--- config.mk ---
export PLATFORM = sky130hd
export DESIGN_NAME = bounded_deque_with_indexed_read_flat
export DESIGN_NICKNAME = d
export VERILOG_FILES = /design/src/hdl/bdq_pkg.sv /design/src/hdl/bdq_if.sv /design/src/hdl/bdq_cell.sv /design/src/hdl/bounded_deque_with_indexed_read.sv /design/src/flat_wrapper.sv
export SDC_FILE = /design/constraint.sdc
export NUM_CORES = 1
export LEC_CHECK = 0
export BUFFER_PORTS_ARGS = -buffer_cell sky130_fd_sc_hd__buf_2
export CELL_PAD_IN_SITES_DETAIL_PLACEMENT = 1
export CELL_PAD_IN_SITES_GLOBAL_PLACEMENT = 2
export CORE_MARGIN = 10
export CORE_UTILIZATION = 25
export DETAILED_ROUTE_END_ITERATION = 7
export GPL_ROUTABILITY_DRIVEN = 0
export PLACE_DENSITY = 0.55
export SLEW_MARGIN = 20
export SYNTH_ARGS = -nofsm -noshare
export SYNTH_HDL_FRONTEND = slang
export SYNTH_SLANG_ARGS = --single-unit
--- constraint.sdc ---
create_clock -name clk -period 42.8 [get_ports clk]
set_input_delay 8.56 -clock clk [delete_from_list [all_inputs] [get_ports clk]]
set_output_delay 8.56 -clock clk [all_outputs]
set_load 0.02 [all_outputs]
--- src/hdl/bdq_pkg.sv ---
// ----------------------------------------------------------------------------
// bdq_pkg
// Operation codes, status codes and the cell control group shared by the
// bounded deque and its storage cells.
// ----------------------------------------------------------------------------
package bdq_pkg;

    localparam int WORD_W = 32;
    localparam int KIND_W = 3;
    localparam int POS_W  = 8;
    localparam int STAT_W = 2;

    localparam logic [KIND_W-1:0] K_PUSH_FRONT = 3'd0;
    localparam logic [KIND_W-1:0] K_PUSH_BACK  = 3'd1;
    localparam logic [KIND_W-1:0] K_POP_FRONT  = 3'd2;
    localparam logic [KIND_W-1:0] K_POP_BACK   = 3'd3;
    localparam logic [KIND_W-1:0] K_READ_FRONT = 3'd4;
    localparam logic [KIND_W-1:0] K_READ_BACK  = 3'd5;
    localparam logic [KIND_W-1:0] K_READ_INDEX = 3'd6;

    localparam logic [STAT_W-1:0] ST_OK    = 2'd0;
    localparam logic [STAT_W-1:0] ST_EMPTY = 2'd1;
    localparam logic [STAT_W-1:0] ST_FULL  = 2'd2;
    localparam logic [STAT_W-1:0] ST_RANGE = 2'd3;

    localparam logic [WORD_W-1:0] WORD_ALL_ONES = '1;

    // Control broadcast to every cell of the row.
    typedef struct packed {
        logic push_front;  // take the word of the left neighbor
        logic pop_front;   // take the word of the right neighbor
        logic push_back;   // the tail cell takes the pushed word
        logic snap;        // copy the held word into the read line
        logic walk;        // advance the read line one cell toward the front
    } cell_ctl_t;

endpackage

--- src/hdl/bdq_if.sv ---
// ----------------------------------------------------------------------------
// bdq_req_if / bdq_rsp_if
// Valid/ready channels for deque operations and their results.
// ----------------------------------------------------------------------------
interface bdq_req_if;
    logic               valid;
    logic               ready;
    logic [2:0]         kind;
    logic signed [31:0] value;
    logic [7:0]         position;

    modport source (output valid, output kind, output value, output position,
                    input ready);
    modport sink   (input valid, input kind, input value, input position,
                    output ready);
endinterface

interface bdq_rsp_if;
    logic               valid;
    logic               ready;
    logic signed [31:0] read_value;
    logic [1:0]         status;

    modport source (output valid, output read_value, output status, input ready);
    modport sink   (input valid, input read_value, input status, output ready);
endinterface

--- src/hdl/bdq_cell.sv ---
// ----------------------------------------------------------------------------
// bdq_cell
// One storage cell of the deque row: holds one word in place order and one
// stage of the read line that carries a word toward the front.
// ----------------------------------------------------------------------------
module bdq_cell (
    input  logic                          clk,
    input  bdq_pkg::cell_ctl_t            ctl,
    input  logic                          at_tail,
    input  logic [bdq_pkg::WORD_W-1:0]    push_value,
    input  logic [bdq_pkg::WORD_W-1:0]    left_data,
    input  logic [bdq_pkg::WORD_W-1:0]    right_data,
    input  logic [bdq_pkg::WORD_W-1:0]    right_rd,
    output logic [bdq_pkg::WORD_W-1:0]    data,
    output logic [bdq_pkg::WORD_W-1:0]    rd
);
    import bdq_pkg::*;

    logic [WORD_W-1:0] data_reg;
    logic [WORD_W-1:0] data_next;
    logic [WORD_W-1:0] rd_reg;
    logic [WORD_W-1:0] rd_next;

    always_comb
    begin
        data_next = data_reg;
        if (ctl.push_front)
        begin
            data_next = left_data;
        end
        else if (ctl.pop_front)
        begin
            data_next = right_data;
        end
        else if (ctl.push_back && at_tail)
        begin
            data_next = push_value;
        end
    end

    always_comb
    begin
        rd_next = rd_reg;
        if (ctl.snap)
        begin
            rd_next = data_reg;
        end
        else if (ctl.walk)
        begin
            rd_next = right_rd;
        end
    end

    always_ff @(posedge clk)
    begin
        data_reg <= data_next;
        rd_reg   <= rd_next;
    end

    assign data = data_reg;
    assign rd   = rd_reg;

endmodule

--- src/hdl/bounded_deque_with_indexed_read.sv ---
// ----------------------------------------------------------------------------
// bounded_deque_with_indexed_read
// Bounded double-ended queue of 32-bit words kept in a row of shifting cells.
// ----------------------------------------------------------------------------
// Usage:
//   req carries one operation per word: push front/back, pop front/back,
//   read front/back, or read at a position counted from the front. rsp
//   returns one word per operation: read_value and status (ok, empty, full,
//   index out of range). Elements sit in front-to-back order in the cells,
//   cell 0 holding the front; push front and pop front shift the whole row.
//   Pushes, errors and unused codes give their result in the cycle after
//   acceptance. Pops and reads copy the row into a read line that moves
//   one cell toward the front per cycle; the result is registered once the
//   target reaches cell 0. One operation is in flight at a time; the next
//   word is accepted once the read line is done and the result register is
//   free or being taken in that cycle.
//   Reset empties the queue at once; cell contents are not cleared.
//   A stalled rsp holds its result and req.ready stays low until it leaves.
// ----------------------------------------------------------------------------
module bounded_deque_with_indexed_read #(
    parameter int CAPACITY = 16
) (
    input  logic         clk,
    input  logic         rst_n,
    bdq_req_if.sink      req,
    bdq_rsp_if.source    rsp
);
    import bdq_pkg::*;

    localparam int CW   = $clog2(CAPACITY + 1);
    localparam int IW   = $clog2(CAPACITY);
    localparam int CMPW = 9;

    typedef enum logic [1:0] {
        S_IDLE = 2'b01,
        S_WALK = 2'b10
    } state_t;

    state_t            state_reg;
    state_t            state_next;
    logic [CW-1:0]     count_reg;
    logic [CW-1:0]     count_next;
    logic [IW-1:0]     walk_reg;
    logic [IW-1:0]     walk_next;
    logic              out_valid_reg;
    logic              out_valid_next;
    logic [WORD_W-1:0] rd_value_reg;
    logic [WORD_W-1:0] rd_value_next;
    logic [STAT_W-1:0] status_reg;
    logic [STAT_W-1:0] status_next;

    cell_ctl_t         ctl;
    logic              accept;
    logic              full;
    logic              empty;
    logic              in_range;
    logic [IW-1:0]     back_index;

    logic [WORD_W-1:0] cell_data [CAPACITY];
    logic [WORD_W-1:0] cell_rd   [CAPACITY];

    assign full       = (count_reg == CW'(CAPACITY));
    assign empty      = (count_reg == '0);
    assign in_range   = ({1'b0, req.position} < CMPW'(count_reg));
    assign back_index = IW'(count_reg - CW'(1));

    assign req.ready  = (state_reg == S_IDLE) && (!out_valid_reg || rsp.ready);
    assign accept     = req.valid && req.ready;

    always_comb
    begin
        state_next     = state_reg;
        count_next     = count_reg;
        walk_next      = walk_reg;
        rd_value_next  = rd_value_reg;
        status_next    = status_reg;
        out_valid_next = out_valid_reg && !rsp.ready;
        ctl            = '0;

        case (state_reg)
            S_IDLE:
            begin
                if (accept)
                begin
                    rd_value_next = '0;
                    status_next   = ST_OK;
                    case (req.kind)
                        K_PUSH_FRONT, K_PUSH_BACK:
                        begin
                            out_valid_next = 1'b1;
                            if (full)
                            begin
                                status_next = ST_FULL;
                            end
                            else
                            begin
                                count_next     = count_reg + CW'(1);
                                ctl.push_front = (req.kind == K_PUSH_FRONT);
                                ctl.push_back  = (req.kind == K_PUSH_BACK);
                            end
                        end
                        K_POP_FRONT, K_POP_BACK, K_READ_FRONT, K_READ_BACK:
                        begin
                            if (empty)
                            begin
                                out_valid_next = 1'b1;
                                status_next    = ST_EMPTY;
                            end
                            else
                            begin
                                ctl.snap   = 1'b1;
                                state_next = S_WALK;
                                if (req.kind == K_POP_FRONT || req.kind == K_READ_FRONT)
                                begin
                                    walk_next = '0;
                                end
                                else
                                begin
                                    walk_next = back_index;
                                end
                                if (req.kind == K_POP_FRONT || req.kind == K_POP_BACK)
                                begin
                                    count_next = count_reg - CW'(1);
                                end
                                // drop the front by shifting the row toward cell 0
                                ctl.pop_front = (req.kind == K_POP_FRONT);
                            end
                        end
                        K_READ_INDEX:
                        begin
                            if (in_range)
                            begin
                                ctl.snap   = 1'b1;
                                walk_next  = IW'(req.position);
                                state_next = S_WALK;
                            end
                            else
                            begin
                                out_valid_next = 1'b1;
                                status_next    = ST_RANGE;
                                rd_value_next  = WORD_ALL_ONES;
                            end
                        end
                        default:
                        begin
                            out_valid_next = 1'b1;
                        end
                    endcase
                end
            end
            S_WALK:
            begin
                if (walk_reg == '0)
                begin
                    rd_value_next  = cell_rd[0];
                    out_valid_next = 1'b1;
                    state_next     = S_IDLE;
                end
                else
                begin
                    ctl.walk  = 1'b1;
                    walk_next = walk_reg - IW'(1);
                end
            end
            default:
            begin
                state_next = S_IDLE;
            end
        endcase
    end

    always_ff @(posedge clk or negedge rst_n)
    begin
        if (!rst_n)
        begin
            state_reg     <= S_IDLE;
            count_reg     <= '0;
            walk_reg      <= '0;
            out_valid_reg <= 1'b0;
        end
        else
        begin
            state_reg     <= state_next;
            count_reg     <= count_next;
            walk_reg      <= walk_next;
            out_valid_reg <= out_valid_next;
        end
    end

    always_ff @(posedge clk)
    begin
        rd_value_reg <= rd_value_next;
        status_reg   <= status_next;
    end

    genvar gi;
    generate
        for (gi = 0; gi < CAPACITY; gi++)
        begin : g_cell
            logic [WORD_W-1:0] left_data;
            logic [WORD_W-1:0] right_data;
            logic [WORD_W-1:0] right_rd;
            logic              at_tail;

            assign at_tail = (count_reg == CW'(gi));

            if (gi == 0)
            begin : g_first
                assign left_data = req.value;
            end
            else
            begin : g_inner
                assign left_data = cell_data[gi-1];
            end

            if (gi == CAPACITY - 1)
            begin : g_last
                assign right_data = '0;
                assign right_rd   = '0;
            end
            else
            begin : g_mid
                assign right_data = cell_data[gi+1];
                assign right_rd   = cell_rd[gi+1];
            end

            bdq_cell u_cell (
                .clk        (clk),
                .ctl        (ctl),
                .at_tail    (at_tail),
                .push_value (req.value),
                .left_data  (left_data),
                .right_data (right_data),
                .right_rd   (right_rd),
                .data       (cell_data[gi]),
                .rd         (cell_rd[gi])
            );
        end
    endgenerate

    assign rsp.valid      = out_valid_reg;
    assign rsp.read_value = rd_value_reg;
    assign rsp.status     = status_reg;

    a_count_bound : assert property (@(posedge clk) disable iff (!rst_n)
        count_reg <= CW'(CAPACITY))
        else $error("occupancy beyond capacity");

    a_push_grows : assert property (@(posedge clk) disable iff (!rst_n)
        (accept && !full && (req.kind == K_PUSH_FRONT || req.kind == K_PUSH_BACK))
        |=> (count_reg == $past(count_reg) + CW'(1)))
        else $error("accepted push did not grow the queue");

    a_walk_ends : assert property (@(posedge clk) disable iff (!rst_n)
        (state_reg == S_WALK && walk_reg == '0) |=> (rsp.valid && state_reg == S_IDLE))
        else $error("read line finished without a result");

    a_no_accept_in_walk : assert property (@(posedge clk) disable iff (!rst_n)
        (state_reg == S_WALK) |-> !accept)
        else $error("word accepted while the read line is busy");

    a_walk_in_range : assert property (@(posedge clk) disable iff (!rst_n)
        (state_reg == S_WALK) |-> (CMPW'(walk_reg) < CMPW'(CAPACITY)))
        else $error("read target beyond the cell row");

endmodule
--- src/flat_wrapper.sv ---
// flat-port wrapper written by rule: the top's interface ports become plain ports
module bounded_deque_with_indexed_read_flat import bdq_pkg::*;
#(
    parameter int CAPACITY = 16
)
  (clk, rst_n, req_valid, req_kind, req_value, req_position, req_ready, rsp_valid, rsp_read_value, rsp_status, rsp_ready);
  bdq_req_if req_i ();
  bdq_rsp_if rsp_i ();
  input  logic clk;
  input  logic rst_n;
  input wire logic [$bits(req_i.valid)-1:0] req_valid;
  input wire logic [$bits(req_i.kind)-1:0] req_kind;
  input wire logic [$bits(req_i.value)-1:0] req_value;
  input wire logic [$bits(req_i.position)-1:0] req_position;
  output wire logic [$bits(req_i.ready)-1:0] req_ready;
  output wire logic [$bits(rsp_i.valid)-1:0] rsp_valid;
  output wire logic [$bits(rsp_i.read_value)-1:0] rsp_read_value;
  output wire logic [$bits(rsp_i.status)-1:0] rsp_status;
  input wire logic [$bits(rsp_i.ready)-1:0] rsp_ready;
  assign req_i.valid = req_valid;
  assign req_i.kind = req_kind;
  assign req_i.value = req_value;
  assign req_i.position = req_position;
  assign req_ready = req_i.ready;
  assign rsp_valid = rsp_i.valid;
  assign rsp_read_value = rsp_i.read_value;
  assign rsp_status = rsp_i.status;
  assign rsp_i.ready = rsp_ready;
  bounded_deque_with_indexed_read #(.CAPACITY(CAPACITY)) u_core (.clk(clk), .rst_n(rst_n), .req(req_i), .rsp(rsp_i));
endmodule
==> impl_metrics.env <==
export IMPL_setup_tns_ns=0
export IMPL_yosys_warnings=0
export IMPL_status="finished clean"
export IMPL_fillers=18894
export IMPL_netlist_instances=2616
export IMPL_drive_above_1_share_pct=23.4
export IMPL_dp_slack_ns=25.07
export IMPL_ir_worst_vdd_mv=0.0406
export IMPL_power_density_nw_per_um2=57.8
export IMPL_finalSetupViolations=0
export IMPL_cts_resized=0
export IMPL_crit_chain="buf_2 -> nand2b_1 -> and2_1 -> buf_2"
export IMPL_setup_slack_ns=25.07
export IMPL_avgViaCountPerCell=4.98
export IMPL_grt_pass1_vias=27028
export IMPL_r2r_setup_slack_ns=35.36
export IMPL_vias=25287
export IMPL_seq_area_um2=32100
export IMPL_crit_type="in2out"
export IMPL_die_area_um2=201000
export IMPL_slowest_delay_ns=0.18
export IMPL_dp_hpwl_um=63100
export IMPL_critPathLaunchType="input pin"
export IMPL_synthesis_area_um2=45800
export IMPL_path_clk_slew_ns=0.06
export IMPL_rows=157
export IMPL_port_buffers=82
export IMPL_clkLatencyLatePin_ns=0.71
export IMPL_cp_buffers_inverters=2
export IMPL_start_util_pct=25.1
export IMPL_cp_common_cell="buf_2"
export IMPL_hold_class="reg2reg"
export IMPL_h_tree_depth=3
export IMPL_ys_ff_latch=1070
export IMPL_cap_violations=0
export IMPL_grt_pass1_wl_um=179000
export IMPL_syn_avg_cell_area_um2=17.5
export IMPL_rsz0062_at_grt="no"
export IMPL_arrival_ns=9.17
export IMPL_firstDrtPassIters=6
export IMPL_design_core_area_um2=183000
export IMPL_synth_fp_nets=2676
export IMPL_clock_sinks=1070
export IMPL_fin_crit_sh_pct=41.4
export IMPL_cts_tree="yes"
export IMPL_drtIter0Drc=2350
export IMPL_antenna_found_initial=4
export IMPL_slowest_stage="nand2b_1"
export IMPL_synthToLayoutAreaGrowth_pct=12.5
export IMPL_slew_headroom_pct=26.8
export IMPL_synth_flop_cell="edfxtp_1"
export IMPL_worstPathRequired_ns=34.24
export IMPL_grt_total_usage_pct=11.5
export IMPL_cts_buffer_depth=3
export IMPL_ys_async_sr_fraction_pct=1.12
export IMPL_fmax_mhz=56.4
export IMPL_root_buffer="clkbuf_16"
export IMPL_synth_cell_types=54
export IMPL_cts_setup_buffers=0
export IMPL_cpLargestDelayFamily="simple AND/OR/NAND/NOR gates"
export IMPL_cp_end_kind="output port"
export IMPL_io_pins=83
export IMPL_die_h_um=448
export IMPL_drtAntennaViolNets=0
export IMPL_multi_input_area_um2=12300
export IMPL_power_leakage_uw=0.0171
export IMPL_worst_pin_slew_ns=1.10
export IMPL_ctsHoldBuffers=0
export IMPL_routed_wl_um=119000
export IMPL_finalClockSkew_ns=0.0252
export IMPL_synth_top_cell_area_share_pct=69.3
export IMPL_cts_buffers=111
export IMPL_grt_start_max_net_pins=214
export IMPL_yosysTopAreaCell="edfxtp_1"
export IMPL_period_needed_ns=17.73
export IMPL_synth_edff_count=1058
export IMPL_num_nets_final=2667
export IMPL_drc=0
export IMPL_total_power_uw=2980
export IMPL_die_x_um=448
export IMPL_crit_fanout=5
export IMPL_grt_ovfl_total=0
export IMPL_hold_violations=0
export IMPL_wire_per_inst_um=23.4
export IMPL_maxSlewViolCount=0
export IMPL_synthTopCellsByArea="edfxtp_1 69%, a221o_1 9.8%, mux2_2 7.9%"
export IMPL_seq_area_frac_synth_pct=70.0
## logic make-up after synthesis
logic type / synth area share [%]
adder cells (fa/ha/maj): 0.355
AO/OA/AOI/OAI: 11.5
AND/OR/NAND/NOR: 2.50
multiplexers: 11.9
buffers and inverters: 3.61
flip-flops: 70.0
XOR/XNOR: 0.207
## layer usage
layer	global-route usage (%)	up-vias	part of all wire (%)
met2	19.6	694	49
met3	1.51	190	4.0
li1	-	10823	-
met4	4.36	0	3.2
met1	14.9	13580	44
met5	0	-	0
## cells in the final DEF (no fill, tap or decap), drive strengths merged, types with 2 or more instances in the layout
| master | instances |
|---|---|
| edfxtp | 1058 |
| mux2 | 484 |
| a221o | 448 |
| clkbuf | 138 |
| buf | 126 |
| nand2 | 115 |
| a21o | 64 |
| clkinv | 52 |
| and3 | 35 |
| and2 | 33 |
| o21ai | 24 |
| inv | 15 |
| ha | 13 |
| dfrtp | 11 |
| nor2 | 10 |
| xnor2 | 8 |
| nand2b | 7 |
| a21oi | 7 |
| nor3 | 5 |
| o211ai | 3 |
| bufinv | 3 |
| nand3 | 2 |
| xor2 | 2 |
| a31oi | 2 |
| a221oi | 2 |
| or4 | 2 |
| nor4 | 2 |
| or2 | 2 |
| a21boi | 2 |
## power breakdown
group | switching (uW) | leakage, uW | internal [uW]
clock | 405 | 0.00162 | 498
combinational | 334 | 0.00562 | 214
sequential | 79.7 | 0.00988 | 1450
## area by class of cell
class	instances	share of cell area [%]
clock buffers	138	5.67
clock inverters	60	0.718
repair buffers	126	1.59
flip-flops and latches	1070	62.2
inverters	11	0.0801
well taps	2385	5.79
diodes	1	0.00485
multi-input cells	1287	23.9
## through the flow
| stage | hold slack, ns | instance area (um2) | utilization (%) | instances |
|---|---|---|---|---|
| 2_1_floorplan | 0.495 | 45800 | - | 2616 |
| 3_3_place_gp | 0.504 | 48200 | 26.4 | 4878 |
| 3_5_place_dp | 0.509 | 48200 | 26.4 | 4878 |
| 4_1_cts | 0.521 | 51500 | 28.2 | 5076 |
| 5_1_grt | 0.529 | 51600 | 28.2 | 5078 |
| 6_report | 0.523 | 51600 | 28.2 | 5078 |
## synth_stat cells (2+ instances only)
cell type,instances
edfxtp_1,1058
a221o_1,448
mux2_2,320
mux2_1,164
nand2_1,115
clkbuf_1,90
buf_6,80
a21o_1,64
buf_2,54
and2_1,33
and3_1,24
o21ai_0,23
buf_1,20
ha_1,13
and3_4,11
dfrtp_1,11
inv_1,10
nor2_1,8
a21oi_1,7
nand2b_1,7
xnor2_1,7
nor3_1,5
buf_4,4
o211ai_1,3
a21boi_0,2
a221oi_1,2
a31oi_1,2
nand3_1,2
nor4_1,2
or2_2,2
xor2_1,2
## path summary, 6_finish.rpt
kind | start | endpoint | cells after the start
setup / recovery | rsp_ready | req_ready | 4
min in group asynchronous | rst_n | u_core.walk_reg[1] | 1
setup reg to reg | u_core.count_reg[3] | u_core.g_cell[5].u_cell.rd[9] | 13
max in group asynchronous | rst_n | u_core.state_reg[0] | 1
hold reg to reg | u_core.g_cell[0].u_cell.rd[20] | u_core.rsp.read_value[20] | 1
hold / removal | u_core.g_cell[0].u_cell.rd[20] | u_core.rsp.read_value[20] | 1
(Power assumes the default switching activity.)
